[src/rtl/sgd_pkg.sv]
// Shared types and constants for the Shift-JIS glyph index decoder.
`timescale 1ns / 1ps

package sgd_pkg;

    // Glyph kinds
    localparam logic [1:0] KIND_HALF = 2'd0;
    localparam logic [1:0] KIND_FULL = 2'd1;
    localparam logic [1:0] KIND_EXT  = 2'd2;
    localparam logic [1:0] KIND_BAD  = 2'd3;

    // Byte codes
    localparam logic [7:0] BYTE_DOLLAR   = 8'h24;
    localparam logic [7:0] BYTE_LOWER_A  = 8'h61;
    localparam logic [7:0] BYTE_UPPER_A  = 8'h41;
    localparam logic [7:0] LEAD_LO_BASE  = 8'h81;
    localparam logic [7:0] LEAD_HI_BASE  = 8'hE0;
    localparam logic [6:0] LEAD_HI_ROW   = 7'h20;
    localparam logic [7:0] TRAIL_LO_BASE = 8'h40;
    localparam logic [7:0] TRAIL_MID_BASE = 8'h80;
    localparam logic [6:0] TRAIL_MID_COL = 7'h3F;
    localparam logic [7:0] TRAIL_HI_BASE = 8'h9F;

    localparam int TDATA_W = 32;
    localparam int TUSER_W = 2;

    typedef struct packed {
        logic [1:0] kind;
        logic [7:0] half_code;
        logic [6:0] row_index;
        logic [6:0] column_index;
        logic       face_bank;
        logic [4:0] external_letter;
        logic       external_upper;
    } t_glyph;

    // One queue word: the results caused by one input byte (one or two)
    typedef struct packed {
        logic   two;
        t_glyph res0;
        t_glyph res1;
    } t_entry;

endpackage

[src/rtl/sgd_front.sv]
// Front end: accepts text bytes, tracks lead and dollar state, builds result words.
`timescale 1ns / 1ps

module sgd_front (
    input  logic          i_clk,
    input  logic          i_rst_n,
    input  logic          i_cfg_valid,
    input  logic          i_cfg_data,
    input  logic          i_valid,
    output logic          o_ready,
    input  logic [7:0]    i_byte,
    input  logic          i_eot,
    input  logic          i_queue_full,
    output logic          o_push,
    output sgd_pkg::t_entry o_entry
);
    import sgd_pkg::*;

    logic       r_face;
    logic       r_dollar;
    logic       r_lead;
    logic [7:0] r_lead_value;
    logic       n_dollar;
    logic       n_lead;
    logic [7:0] n_lead_value;

    logic       accept;
    t_glyph     blank;
    t_glyph     fresh_res;
    logic       fresh_has;
    logic       fresh_dollar;
    logic       fresh_lead;
    t_glyph     res0;
    t_glyph     res1;
    logic [1:0] cnt;
    logic [6:0] ku;
    t_glyph     tail_res;
    logic       tail_has;

    assign o_ready = !i_queue_full;
    assign accept  = i_valid && o_ready;

    // Decode of a byte with nothing pending
    always_comb begin
        blank           = '0;
        blank.face_bank = r_face;
        fresh_res       = blank;
        fresh_has       = 1'b0;
        fresh_dollar    = 1'b0;
        fresh_lead      = 1'b0;
        if (i_byte == BYTE_DOLLAR) begin
            fresh_dollar = 1'b1;
        end else if (i_byte inside {[8'h81:8'h9F], [8'hE0:8'hEF]}) begin
            fresh_lead = 1'b1;
        end else if (i_byte inside {[8'h00:8'h7F], [8'hA1:8'hDF]}) begin
            fresh_has           = 1'b1;
            fresh_res.kind      = KIND_HALF;
            fresh_res.half_code = i_byte;
        end else begin
            fresh_has      = 1'b1;
            fresh_res.kind = KIND_BAD;
        end
    end

    always_comb begin
        if (r_lead_value < 8'hA0) begin
            ku = 7'(r_lead_value - LEAD_LO_BASE);
        end else begin
            ku = 7'(r_lead_value - LEAD_HI_BASE) + LEAD_HI_ROW;
        end
        ku = {ku[5:0], 1'b0};
    end

    always_comb begin
        res0         = blank;
        res1         = blank;
        cnt          = 2'd0;
        n_dollar     = r_dollar;
        n_lead       = r_lead;
        n_lead_value = r_lead_value;
        tail_res     = blank;
        tail_has     = 1'b0;

        if (r_dollar) begin
            n_dollar = 1'b0;
            cnt      = 2'd1;
            if (i_byte inside {[8'h61:8'h7A]}) begin
                res0.kind            = KIND_EXT;
                res0.external_letter = 5'(i_byte - BYTE_LOWER_A);
            end else if (i_byte inside {[8'h41:8'h5A]}) begin
                res0.kind            = KIND_EXT;
                res0.external_letter = 5'(i_byte - BYTE_UPPER_A);
                res0.external_upper  = 1'b1;
            end else begin
                res0.kind      = KIND_HALF;
                res0.half_code = BYTE_DOLLAR;
                if (i_byte != BYTE_DOLLAR) begin
                    // lone dollar: emit it, then decode this byte afresh
                    res1     = fresh_res;
                    n_dollar = fresh_dollar;
                    n_lead   = fresh_lead;
                    if (fresh_lead) begin
                        n_lead_value = i_byte;
                    end
                    if (fresh_has) begin
                        cnt = 2'd2;
                    end
                end
            end
        end else if (r_lead) begin
            n_lead = 1'b0;
            cnt    = 2'd1;
            if (i_byte inside {[8'h40:8'h7E]}) begin
                res0.kind         = KIND_FULL;
                res0.row_index    = ku;
                res0.column_index = 7'(i_byte - TRAIL_LO_BASE);
            end else if (i_byte inside {[8'h80:8'h9E]}) begin
                res0.kind         = KIND_FULL;
                res0.row_index    = ku;
                res0.column_index = 7'(i_byte - TRAIL_MID_BASE) + TRAIL_MID_COL;
            end else if (i_byte inside {[8'h9F:8'hFC]}) begin
                res0.kind         = KIND_FULL;
                res0.row_index    = ku + 7'd1;
                res0.column_index = 7'(i_byte - TRAIL_HI_BASE);
            end else begin
                res0.kind = KIND_BAD;
            end
        end else begin
            res0     = fresh_res;
            n_dollar = fresh_dollar;
            n_lead   = fresh_lead;
            if (fresh_lead) begin
                n_lead_value = i_byte;
            end
            cnt = {1'b0, fresh_has};
        end

        // flush pending state at end of text
        if (i_eot) begin
            if (n_dollar) begin
                tail_has           = 1'b1;
                tail_res.kind      = KIND_HALF;
                tail_res.half_code = BYTE_DOLLAR;
            end else if (n_lead) begin
                tail_has      = 1'b1;
                tail_res.kind = KIND_BAD;
            end
            if (tail_has) begin
                if (cnt == 2'd0) begin
                    res0 = tail_res;
                    cnt  = 2'd1;
                end else begin
                    res1 = tail_res;
                    cnt  = 2'd2;
                end
            end
            n_dollar     = 1'b0;
            n_lead       = 1'b0;
            n_lead_value = '0;
        end
    end

    assign o_push       = accept && (cnt != 2'd0);
    assign o_entry.two  = (cnt == 2'd2);
    assign o_entry.res0 = res0;
    assign o_entry.res1 = res1;

    always_ff @(posedge i_clk) begin
        if (!i_rst_n) begin
            r_face       <= 1'b0;
            r_dollar     <= 1'b0;
            r_lead       <= 1'b0;
            r_lead_value <= '0;
        end else begin
            if (i_cfg_valid) begin
                r_face <= i_cfg_data;
            end
            if (accept) begin
                r_dollar     <= n_dollar;
                r_lead       <= n_lead;
                r_lead_value <= n_lead_value;
            end
        end
    end

endmodule

[src/rtl/sgd_queue.sv]
// Short queue between the front and back ends.
`timescale 1ns / 1ps

module sgd_queue #(
    parameter int WIDTH = 8,
    parameter int DEPTH = 4
) (
    input  logic             i_clk,
    input  logic             i_rst_n,
    input  logic             i_push,
    input  logic [WIDTH-1:0] i_data,
    output logic             o_full,
    input  logic             i_pop,
    output logic             o_valid,
    output logic [WIDTH-1:0] o_data
);
    localparam int AW = $clog2(DEPTH);
    localparam int CW = $clog2(DEPTH + 1);

    logic [WIDTH-1:0] r_mem [DEPTH];
    logic [AW-1:0]    r_wr_ptr;
    logic [AW-1:0]    r_rd_ptr;
    logic [CW-1:0]    r_count;
    logic             do_push;
    logic             do_pop;

    assign o_full  = (r_count == CW'(DEPTH));
    assign o_valid = (r_count != '0);
    assign o_data  = r_mem[r_rd_ptr];
    assign do_push = i_push && !o_full;
    assign do_pop  = i_pop && o_valid;

    always_ff @(posedge i_clk) begin
        if (do_push) begin
            r_mem[r_wr_ptr] <= i_data;
        end
    end

    always_ff @(posedge i_clk) begin
        if (!i_rst_n) begin
            r_wr_ptr <= '0;
            r_rd_ptr <= '0;
            r_count  <= '0;
        end else begin
            if (do_push) begin
                r_wr_ptr <= (r_wr_ptr == AW'(DEPTH - 1)) ? '0 : r_wr_ptr + 1'b1;
            end
            if (do_pop) begin
                r_rd_ptr <= (r_rd_ptr == AW'(DEPTH - 1)) ? '0 : r_rd_ptr + 1'b1;
            end
            if (do_push && !do_pop) begin
                r_count <= r_count + 1'b1;
            end else if (do_pop && !do_push) begin
                r_count <= r_count - 1'b1;
            end
        end
    end

endmodule

[src/rtl/sgd_back.sv]
// Back end: splits queued words into single results behind an output register.
`timescale 1ns / 1ps

module sgd_back (
    input  logic            i_clk,
    input  logic            i_rst_n,
    input  logic            i_valid,
    input  sgd_pkg::t_entry i_entry,
    output logic            o_pop,
    output logic            o_valid,
    input  logic            i_ready,
    output sgd_pkg::t_glyph o_glyph,
    output logic            o_last
);
    import sgd_pkg::*;

    logic   r_valid;
    t_glyph r_glyph;
    logic   r_last;
    logic   r_sel;
    logic   load;
    logic   is_last;

    assign load    = !r_valid || i_ready;
    assign is_last = r_sel || !i_entry.two;
    assign o_pop   = load && i_valid && is_last;

    assign o_valid = r_valid;
    assign o_glyph = r_glyph;
    assign o_last  = r_last;

    always_ff @(posedge i_clk) begin
        if (load) begin
            r_glyph <= r_sel ? i_entry.res1 : i_entry.res0;
            r_last  <= is_last;
        end
    end

    always_ff @(posedge i_clk) begin
        if (!i_rst_n) begin
            r_valid <= 1'b0;
            r_sel   <= 1'b0;
        end else if (load) begin
            r_valid <= i_valid;
            // advance to the second result, or back to the first on pop
            if (i_valid) begin
                r_sel <= !is_last;
            end
        end
    end

endmodule

[src/rtl/sjis_glyph_index_decoder_unit.sv]
// Top level of the Shift-JIS glyph index decoder.
`timescale 1ns / 1ps

// Decodes a Shift-JIS text, one byte per input word, into glyph addresses.
// Input stream: tdata[7:0] is the text byte, tlast marks the last byte of text.
// Output stream: tuser is the glyph kind (half, full, external, invalid);
// tdata carries half code, row, column, face bank, external letter and case;
// tlast marks the final result caused by one input byte.
// Each byte gives zero, one or two results: lead bytes and '$' wait for the
// next byte; a lone '$' before a byte that is not a letter, '$' or lead gives two.
// The cfg channel writes the face select bit; write it only while idle.
// An accepted byte's results are written into the queue, then moved to the
// output register. Throughput: one byte per cycle, limited only by the output
// side, which delivers one result per cycle while the receiver is ready.
// A queue of QUEUE_DEPTH words separates the byte decoder from the result
// serializer; input ready drops only when that queue is full, so a stalled
// receiver backs up the queue before the input stalls.
// Reset (synchronous, active low) clears the pending lead and dollar state,
// the face select, the queue and the output register's valid flag.
module sjis_glyph_index_decoder_unit #(
    parameter int QUEUE_DEPTH = 4
) (
    input  logic                          i_clk,
    input  logic                          i_rst_n,
    input  logic                          i_cfg_valid,
    output logic                          o_cfg_ready,
    input  logic                          i_cfg_data,        // face_select
    input  logic                          i_s_axis_tvalid,
    output logic                          o_s_axis_tready,
    input  logic [7:0]                    i_s_axis_tdata,    // text_byte
    input  logic                          i_s_axis_tlast,    // end_of_text
    output logic                          o_m_axis_tvalid,
    input  logic                          i_m_axis_tready,
    // [7:0] half_code, [14:8] row_index, [21:15] column_index, [22] face_bank,
    // [27:23] external_letter, [28] external_upper, [31:29] zero
    output logic [sgd_pkg::TDATA_W-1:0]   o_m_axis_tdata,
    output logic [sgd_pkg::TUSER_W-1:0]   o_m_axis_tuser,    // glyph_kind
    output logic                          o_m_axis_tlast     // last_of_run
);
    import sgd_pkg::*;

    localparam int EntryW = $bits(t_entry);

    logic              queue_full;
    logic              push;
    t_entry            push_entry;
    logic              pop;
    logic              head_valid;
    logic [EntryW-1:0] head_bits;
    t_entry            head_entry;
    t_glyph            out_glyph;

    assign o_cfg_ready = 1'b1;

    sgd_front u_front (
        .i_clk        (i_clk),
        .i_rst_n      (i_rst_n),
        .i_cfg_valid  (i_cfg_valid),
        .i_cfg_data   (i_cfg_data),
        .i_valid      (i_s_axis_tvalid),
        .o_ready      (o_s_axis_tready),
        .i_byte       (i_s_axis_tdata),
        .i_eot        (i_s_axis_tlast),
        .i_queue_full (queue_full),
        .o_push       (push),
        .o_entry      (push_entry)
    );

    sgd_queue #(
        .WIDTH (EntryW),
        .DEPTH (QUEUE_DEPTH)
    ) u_queue (
        .i_clk   (i_clk),
        .i_rst_n (i_rst_n),
        .i_push  (push),
        .i_data  (push_entry),
        .o_full  (queue_full),
        .i_pop   (pop),
        .o_valid (head_valid),
        .o_data  (head_bits)
    );

    assign head_entry = head_bits;

    sgd_back u_back (
        .i_clk   (i_clk),
        .i_rst_n (i_rst_n),
        .i_valid (head_valid),
        .i_entry (head_entry),
        .o_pop   (pop),
        .o_valid (o_m_axis_tvalid),
        .i_ready (i_m_axis_tready),
        .o_glyph (out_glyph),
        .o_last  (o_m_axis_tlast)
    );

    assign o_m_axis_tuser = out_glyph.kind;
    assign o_m_axis_tdata = {3'b000,
                             out_glyph.external_upper,
                             out_glyph.external_letter,
                             out_glyph.face_bank,
                             out_glyph.column_index,
                             out_glyph.row_index,
                             out_glyph.half_code};

endmodule

[config.mk]
export PLATFORM = sky130hd
export DESIGN_NAME = sjis_glyph_index_decoder_unit
export DESIGN_NICKNAME = d
export VERILOG_FILES = /design/src/rtl/sgd_pkg.sv /design/src/rtl/sgd_front.sv /design/src/rtl/sgd_queue.sv /design/src/rtl/sgd_back.sv /design/src/rtl/sjis_glyph_index_decoder_unit.sv
export SDC_FILE = /design/constraint.sdc
export NUM_CORES = 1
export LEC_CHECK = 0
export CAP_MARGIN = 20
export CORE_MARGIN = 2
export CORE_UTILIZATION = 35
export CTS_CLUSTER_DIAMETER = 200
export DETAILED_ROUTE_END_ITERATION = 12
export DONT_BUFFER_PORTS = 1
export GPL_TIMING_DRIVEN = 0
export MAX_ROUTING_LAYER = met4
export PLACE_DENSITY = 0.59
export SLEW_MARGIN = 40
export SYNTH_ARGS = -nofsm -noshare
export SYNTH_HDL_FRONTEND = slang
export SYNTH_SLANG_ARGS = --single-unit
[constraint.sdc]
create_clock -name i_clk -period 3.34 [get_ports i_clk]
set_clock_uncertainty 0.1 [all_clocks]
set_input_delay 0.167 -clock i_clk [delete_from_list [all_inputs] [get_ports i_clk]]
set_output_delay 0.167 -clock i_clk [all_outputs]
set_load 0.02 [all_outputs]
* Yosys cells after proc, flatten, opt, wreduce, memory -nomap -nowiden
Memories as Yosys holds them, arrays and structs flattened. A register that Yosys moved wholly into a read port is not among the register bits.
Cells that the tools add are included.
** Cells by class
- $add $sub $neg :: 14
- $lt $le $gt $ge :: 19
- Equal/unequal tests :: 10
- Muxes and demuxes :: 82
- Reduce and logical (&&, ||, !) cells :: 33
** Operator list (number)
- 2-to-1 mux 31 bit :: 11
- 2-to-1 mux 8 bit :: 10
- 2-to-1 mux 14 bit :: 4
- 2-to-1 mux 2 bit :: 21
- >= comparator 8 bit (second input constant) :: 5
- less-or-equal comparator 8 bit (second input constant) :: 5
- less-or-equal comparator 8 x 7 -> 1 bit (second input constant) :: 4
- 2-to-1 mux 10 bit :: 3
- 2-to-1 mux 6 bit :: 5
- >= comparator 8 x 7 -> 1 bit (second input constant) :: 3
- 2-to-1 mux 1 bit :: 24
- logical AND 1 bit :: 17
- 2-to-1 mux 15 bit :: 1
- subtractor 5 x 1 -> 5 bit (second input constant) :: 2
- != test 3 bit (second input constant) :: 3
- equality test 8 x 6 -> 1 bit (second input constant) :: 1
- >= comparator 8 x 1 -> 1 bit (second input constant) :: 1
- < comparator 8 bit (second input constant) :: 1
- != test 8 x 6 -> 1 bit (second input constant) :: 1
- nonzero test 2 bit :: 4
- adder 7 x 1 -> 7 bit (second input constant) :: 1
- adder 7 x 6 -> 7 bit (second input constant) :: 1
- subtractor 7 x 1 -> 7 bit (second input constant) :: 1
- subtractor 7 x 5 -> 7 bit (second input constant) :: 1
- other kinds (18) :: 28
** Word-level totals
- Register bits after elaboration :: 52
- Bits in writable memories :: 252
- Input port bits :: 15
- Output and inout port bits :: 38
- Logic and storage cells :: 176
- Memories :: 1
** Memories
- u_queue.r_mem :: depth 4, bits a word 63, rd ports 1, clocked after memory_dff 1, write ports 1, line sgd_queue.sv:20 : logic [WIDTH-1:0] r_mem [DEPTH];

* Depth between registers and ports, before layout
- Depth after elaboration :: 21
- Gate-level depth with buffers :: 14

* Modules after synthesis
A second synthesis with hierarchy kept.
** Second synthesis, totals
- Cells, all modules :: 713
- Area total of the unflattened synthesis :: 12958.7 µm²
** By module, submodules not included
- sgd_queue :: times used 1, cells each 380, area each 9644.2 µm², seq. area each 7747.4 µm²
- sgd_front :: times used 1, cells each 248, area each 1691.6 µm², seq. area each 220.2 µm²
- sgd_back :: times used 1, cells each 79, area each 1585.3 µm², seq. area each 1001.0 µm²
- sjis_glyph_index_decoder_unit :: times used 1, cells each 6, area each 37.5 µm², seq. area each 0.0 µm²

* Least setup slack after synthesis
No wires, ideal clock.
- Path type :: input-to-reg
- Start :: input port i_s_axis_tdata[0]
- End :: memory u_queue.r_mem[0][21] in the netlist's numbering, enable pin
- Library setup time :: 0.402 ns
- Arrival time :: 3.100 ns
- Required time :: 2.838 ns
- Path slack :: -0.263 ns
- Stages :: 9
- Cell sequence :: clkbuf_1 inv_1 ha_1 or3b_1 buf_6 or3_4 a31o_4 a21oi_4 and2_1
** Between the ends
- Word-level cells in the longest chain between the ends :: 19
- Elaborated cells on any way between the ends :: 48
- Classes of those cells :: order compare (8); eq/ne (2); mux (29); reduce/logical (9)
** Ends and longest elaborated chain
- start: declaration :: line sjis_glyph_index_decoder_unit.sv:30 : input logic [7:0] i_s_axis_tdata,
- >= comparator 8 bit or less-or-equal comparator 8 bit (tied branches) :: line sgd_front.sv:53 : end else if (i_byte inside {[8'h81:8'h9F], [8'hE0:8'hEF]}) begin
- logical AND 1 bit :: line sgd_front.sv:53
- nonzero test 2 bit :: line sgd_front.sv:53
- 2-to-1 mux 1 bit :: line sgd_front.sv:53
- 2-to-1 mux 1 bit :: line sgd_front.sv:51 : if (i_byte == BYTE_DOLLAR) begin
- 2-to-1 mux 2 bit or 2-to-1 mux 1 bit (tied branches) :: line sgd_front.sv:105, sgd_front.sv:97
- 2-to-1 mux 2 bit or 2-to-1 mux 1 bit (tied branches) :: line sgd_front.sv:97, sgd_front.sv:90
- 2-to-1 mux 2 bit or 2-to-1 mux 1 bit (tied branches) :: line sgd_front.sv:90, sgd_front.sv:87
- [... 4 more ...]
- 2-to-1 mux 2 bit :: line sgd_front.sv:148 : if (tail_has) begin
- 2-to-1 mux 2 bit * :: line sgd_front.sv:139 : if (i_eot) begin
- nonzero test 2 bit * :: line sgd_front.sv:163 : assign o_push = accept && (cnt != 2'd0);
- logical AND 1 bit * :: line sgd_front.sv:163
- logical AND 1 bit * :: line sgd_queue.sv:30 : assign do_push = i_push && !o_full;
- named net u_queue.do_push :: line sgd_queue.sv:24 : logic do_push;
- 2-to-1 mux 1 bit * :: line sgd_queue.sv:34 : if (do_push) begin
- 2-to-1 mux 1 bit (not written as such) * :: line sgd_queue.sv:35 : r_mem[r_wr_ptr] <= i_data;
- end: declaration :: line sgd_queue.sv:20
The timed path passes the listed nets; every way through them passes the cells marked *. The select of a mux whose other input is x is not followed.

* Final worst setup path
- Start :: input port i_s_axis_tdata[1]
- End :: register u_queue.r_count[2]
** Between the ends
- Word-level cells in the longest chain between the ends :: 20
- Elaborated cells on any way between the ends :: 51
- Classes of those cells :: order compare (8); eq/ne (2); mux (28); reduce/logical (13)
** Ends and longest elaborated chain
- >= comparator 8 bit or less-or-equal comparator 8 bit (tied branches) :: line sgd_front.sv:53
- logical AND 1 bit :: line sgd_front.sv:53
- nonzero test 2 bit :: line sgd_front.sv:53
- 2-to-1 mux 1 bit :: line sgd_front.sv:53
- 2-to-1 mux 1 bit :: line sgd_front.sv:51
- 2-to-1 mux 2 bit or 2-to-1 mux 1 bit (tied branches) :: line sgd_front.sv:105, sgd_front.sv:97
- 2-to-1 mux 2 bit or 2-to-1 mux 1 bit (tied branches) :: line sgd_front.sv:97, sgd_front.sv:90
- 2-to-1 mux 2 bit or 2-to-1 mux 1 bit (tied branches) :: line sgd_front.sv:90, sgd_front.sv:87
- [... 5 more ...]
- 2-to-1 mux 2 bit * :: line sgd_front.sv:139
- nonzero test 2 bit * :: line sgd_front.sv:163
- logical AND 1 bit * :: line sgd_front.sv:163
- logical AND 1 bit * :: line sgd_queue.sv:30
- named net u_queue.do_push :: line sgd_queue.sv:24
- logical NOT 1 bit :: line sgd_queue.sv:53 : end else if (do_pop && !do_push) begin
- logical AND 1 bit :: line sgd_queue.sv:53
- nonzero test 2 bit (no source line)
- end signal: assignment :: line sgd_queue.sv:52 : r_count <= r_count + 1'b1;
- end signal: assignment :: line sgd_queue.sv:54 : r_count <= r_count - 1'b1;
- end: declaration :: line sgd_queue.sv:23 : logic [CW-1:0] r_count;
Marked as above.
A chain may end at the register's enable or synchronous reset.

==> results.cfg <==
[synthesis]
ys_seq_area_frac = 0.677
synth-compound-area-share = 0.0538
synth_adder_area_share = 0.0169
synth_area_um2 = 9350
ys_types = 60
synth_top_family_by_area = multiplexers
syn_area_per_cell_um2 = 15.7
yosys.area_share.simple = 0.0985
synth_warnings = 0
synthMuxAreaShare = 0.116
synthFlopType = edfxtp_1
synth_edf_count = 196
ys_ff_latch = 218
postSynth.asyncResetShare = 0
synthXorXnorAreaFrac = 0.0103
synth_cells = 595

[floorplan]
ios = 53
fp.coreArea_um2 = 26100
initial_core_util = 0.358
rows = 59
die_h_um = 167
die_width_um = 167
dieArea_um2 = 28000

[drt]
ant_nets = 0
dr_total_vias = 5179
drt-total-wl_mm = 20.6
drc = 2
viasPerCell = 5.26
drtIter0Drc = 459
wl_per_cell_um = 20.9
dr.pass1.iters = 9

[finish]
layout-drive-gt1-share = 0.185
syn2layout_area_growth_pct = 13.6
final_util = 0.406
instances_no_fill = 985
layout_commonest_cell = edfxtp_1
ff_latch_area_um2 = 6330
fillCellCount = 2399
multiInputGateArea_um2 = 2810
nets = 659
num_antenna_cells = 0
mostFrequentLayoutCells = edfxtp_1, mux4_2, clkbuf_1, nor2_1, nand2_1

[hold_path]
holdPathEnd = u_back.o_glyph[25]
hold_path.class = input pin to flip-flop
hold_start = i_m_axis_tready
hold_path_depth = 2

[power]
p_int_uw = 5640
p_sw_frac = 0.290
p_clk_frac = 0.299
p_comb_frac = 0.206
p_leak_uw = 0.00358
powerDensity_nw_per_um2 = 747
max-vdd-ir-drop_v = 0.000325
p_sw_uw = 2300
power_frac_seq = 0.496

[sta]
fin_crit_sh = 0.964
rsz0062_at_grt = no
max_freq_mhz = 311
slew_headroom = 0.476
worst_slew_pin_slew_ns = 0.786
finalHoldViolCount = 0
final_max_slew_viol_count = 0
layout_min_cycle_time_ns = 3.22
final-setup-viol-count = 0

[grt]
grt.overflow.total = 0
antenna_found_initial = 0
grt_pass1_wl_mm = 31.5
grt_max_degree = 42
grt_pass1_vias = 5307
grt_usage = 0.152

[place]
portBuffers = 0
hpwl_mm = 13.4
dpl.cell_count = 933
place_congestion = 0.880

[cts]
root_buffer = clkbuf_16
cts_max_level = 1
path_clk_slew_ns = 0.06
clockBufferDepth = 3
clock_latency_ns = 0.52
cts_tree = yes
cts_num_sinks = 218
cts_inserted_buffers = 24

[worst_setup_path]
end_kind = flip-flop
cp.required_ns = 3.66
start_kind = input pin
path_class = input pin to flip-flop
rr_worst_depth = 11
ff2ff_setup_slack_ns = 0.30
rr_endpoint = u_queue.r_count[2]
crit_arrival_ns = 3.54
critPathMaxFanout = 10

[flow_run]
drv_cap = 0

[outcome]
outcome = finished, violations left
violations = DRC
critical path: stages:
cell,delay (ns)
clkbuf_2,0.24
inv_4,0.16
ha_4,0.16
or3b_1,0.36
buf_6,0.15
or3_4,0.40
a31o_4,0.28
a21oi_4,0.22
ha_2,0.22
inv_1,0.06
fa_1,0.43
xor2_1,0.18
or3_1,0.30
a21boi_0,0.20
layout make-up:
class,instances,area share
flip-flops and latches,218,0.596
repair buffers,9,0.00872
multi-input cells,321,0.265
clock buffers,32,0.0594
plain buffers,42,0.0187
inverters,16,0.00613
well taps,335,0.0395
clock inverters,12,0.00719
per-stage QoR:
stage	cell area, um2	hold slack [ns]	worst slack, ns	total power, uW	setup TNS, ns
floorplan	9380	0.236	0.00400	5180	0
global placement	9800	0.253	-0.432	5600	-65.04
detailed placement	9840	0.250	-0.470	5650	-6.83
CTS	10600	0.0313	0.0600	8040	0
global route	10600	0.0506	0.0178	8320	0
finish	10600	0.0508	0.120	7930	0
cell families (layout without fill, tap and decap cells):
family	count (synthesis)	after routing
DFF	218	218
and+or+nand+nor	169	169
AOI/OAI and AO/OA	69	69
buffers and inverters	58	111
muxes	56	56
adders and majority gates	12	12
xor gates and xnor gates	11	11
other	2	4
worst max-delay path by stage:
stage | start | endpoint | slack [ns] | cells past startpoint
2_1_floorplan | i_s_axis_tdata[1] | u_queue.r_count[2] | 0.004 | 14
3_3_place_gp | u_back.o_valid | u_queue.r_count[2] | -0.43 | 10
3_5_place_dp | i_s_axis_tdata[1] | u_queue.r_count[2] | -0.47 | 14
4_1_cts | i_s_axis_tdata[1] | u_queue.r_count[2] | 0.06 | 14
5_1_grt | i_s_axis_tdata[1] | u_queue.r_count[2] | 0.02 | 14
6_report | i_s_axis_tdata[1] | u_queue.r_count[2] | 0.12 | 14
power groups by stage:
| stage | Combinational (uW) | Clock (uW) | Sequential, uW |
|---|---|---|---|
| after detailed placement | 1650 | 0 | 4000 |
| after floorplan | 1240 | 0 | 3940 |
| after global placement | 1610 | 0 | 3990 |
| after global routing | 1800 | 2540 | 3970 |
| final | 1630 | 2370 | 3930 |
| after CTS | 1670 | 2430 | 3950 |
repair_timing:
item	4_1_cts	5_1_grt
hold buffers	5	0
endpoints found under the setup margin	0	1
gates resized for setup	0	1
hold endpoints to repair	9	0
buffers inserted	0	3
cells in the mapped netlist (2+ instances only):
master,n,share of area
buf_6,2,0.0024
nor4_1,5,0.0033
o211ai_1,5,0.0040
nand4b_1,10,0.0094
mux4_2,41,0.099
o2111ai_1,2,0.0019
o221ai_1,2,0.0019
inv_1,16,0.0064
xor2_1,5,0.0047
a211oi_1,2,0.0016
buf_1,8,0.0032
or2_2,4,0.0027
nor2b_1,30,0.020
o31ai_1,7,0.0056
o21ai_0,16,0.0086
nand3b_1,2,0.0016
xnor2_1,6,0.0056
clkbuf_1,26,0.010
dfxtp_1,22,0.047
a21boi_0,3,0.0024
a221oi_1,3,0.0028
a21oi_1,13,0.0070
nor3_1,8,0.0043
buf_2,2,0.0011
nor2_1,32,0.013
nand3_1,12,0.0064
conb_1,2,0.00080
or3_1,2,0.0013
ha_1,11,0.015
mux2i_1,6,0.0064
mux2_2,9,0.011
and3_1,10,0.0067
nand2_1,31,0.012
buf_4,4,0.0032
edfxtp_1,196,0.63
and2_1,11,0.0074
nor3b_1,2,0.0016
nand2b_1,3,0.0020
o22ai_1,3,0.0020
registers in the layout, indices dropped and copies added (netlist names), named ones only:
name and cells:
u_back.o_glyph 31, u_back.o_last 1, u_back.o_valid 1, u_back.r_sel 1, u_front.r_dollar 1, u_front.r_face 1
u_front.r_lead 1, u_front.r_lead_value 8, u_queue.r_count 3, u_queue.r_mem 164, u_queue.r_rd_ptr 2, u_queue.r_wr_ptr 2
layer usage:
| metal | global-route usage | up-vias | wire length, um |
|---|---|---|---|
| met2 | 0.247 | 158 | 9940 |
| met1 | 0.196 | 2618 | 9180 |
| li1 | - | 2368 | - |
| met4 | 0.0461 | 0 | 525 |
| met5 | - | - | 0 |
| met3 | 0.0277 | 35 | 982 |
Note: power is estimated with default switching activity, not from simulation.
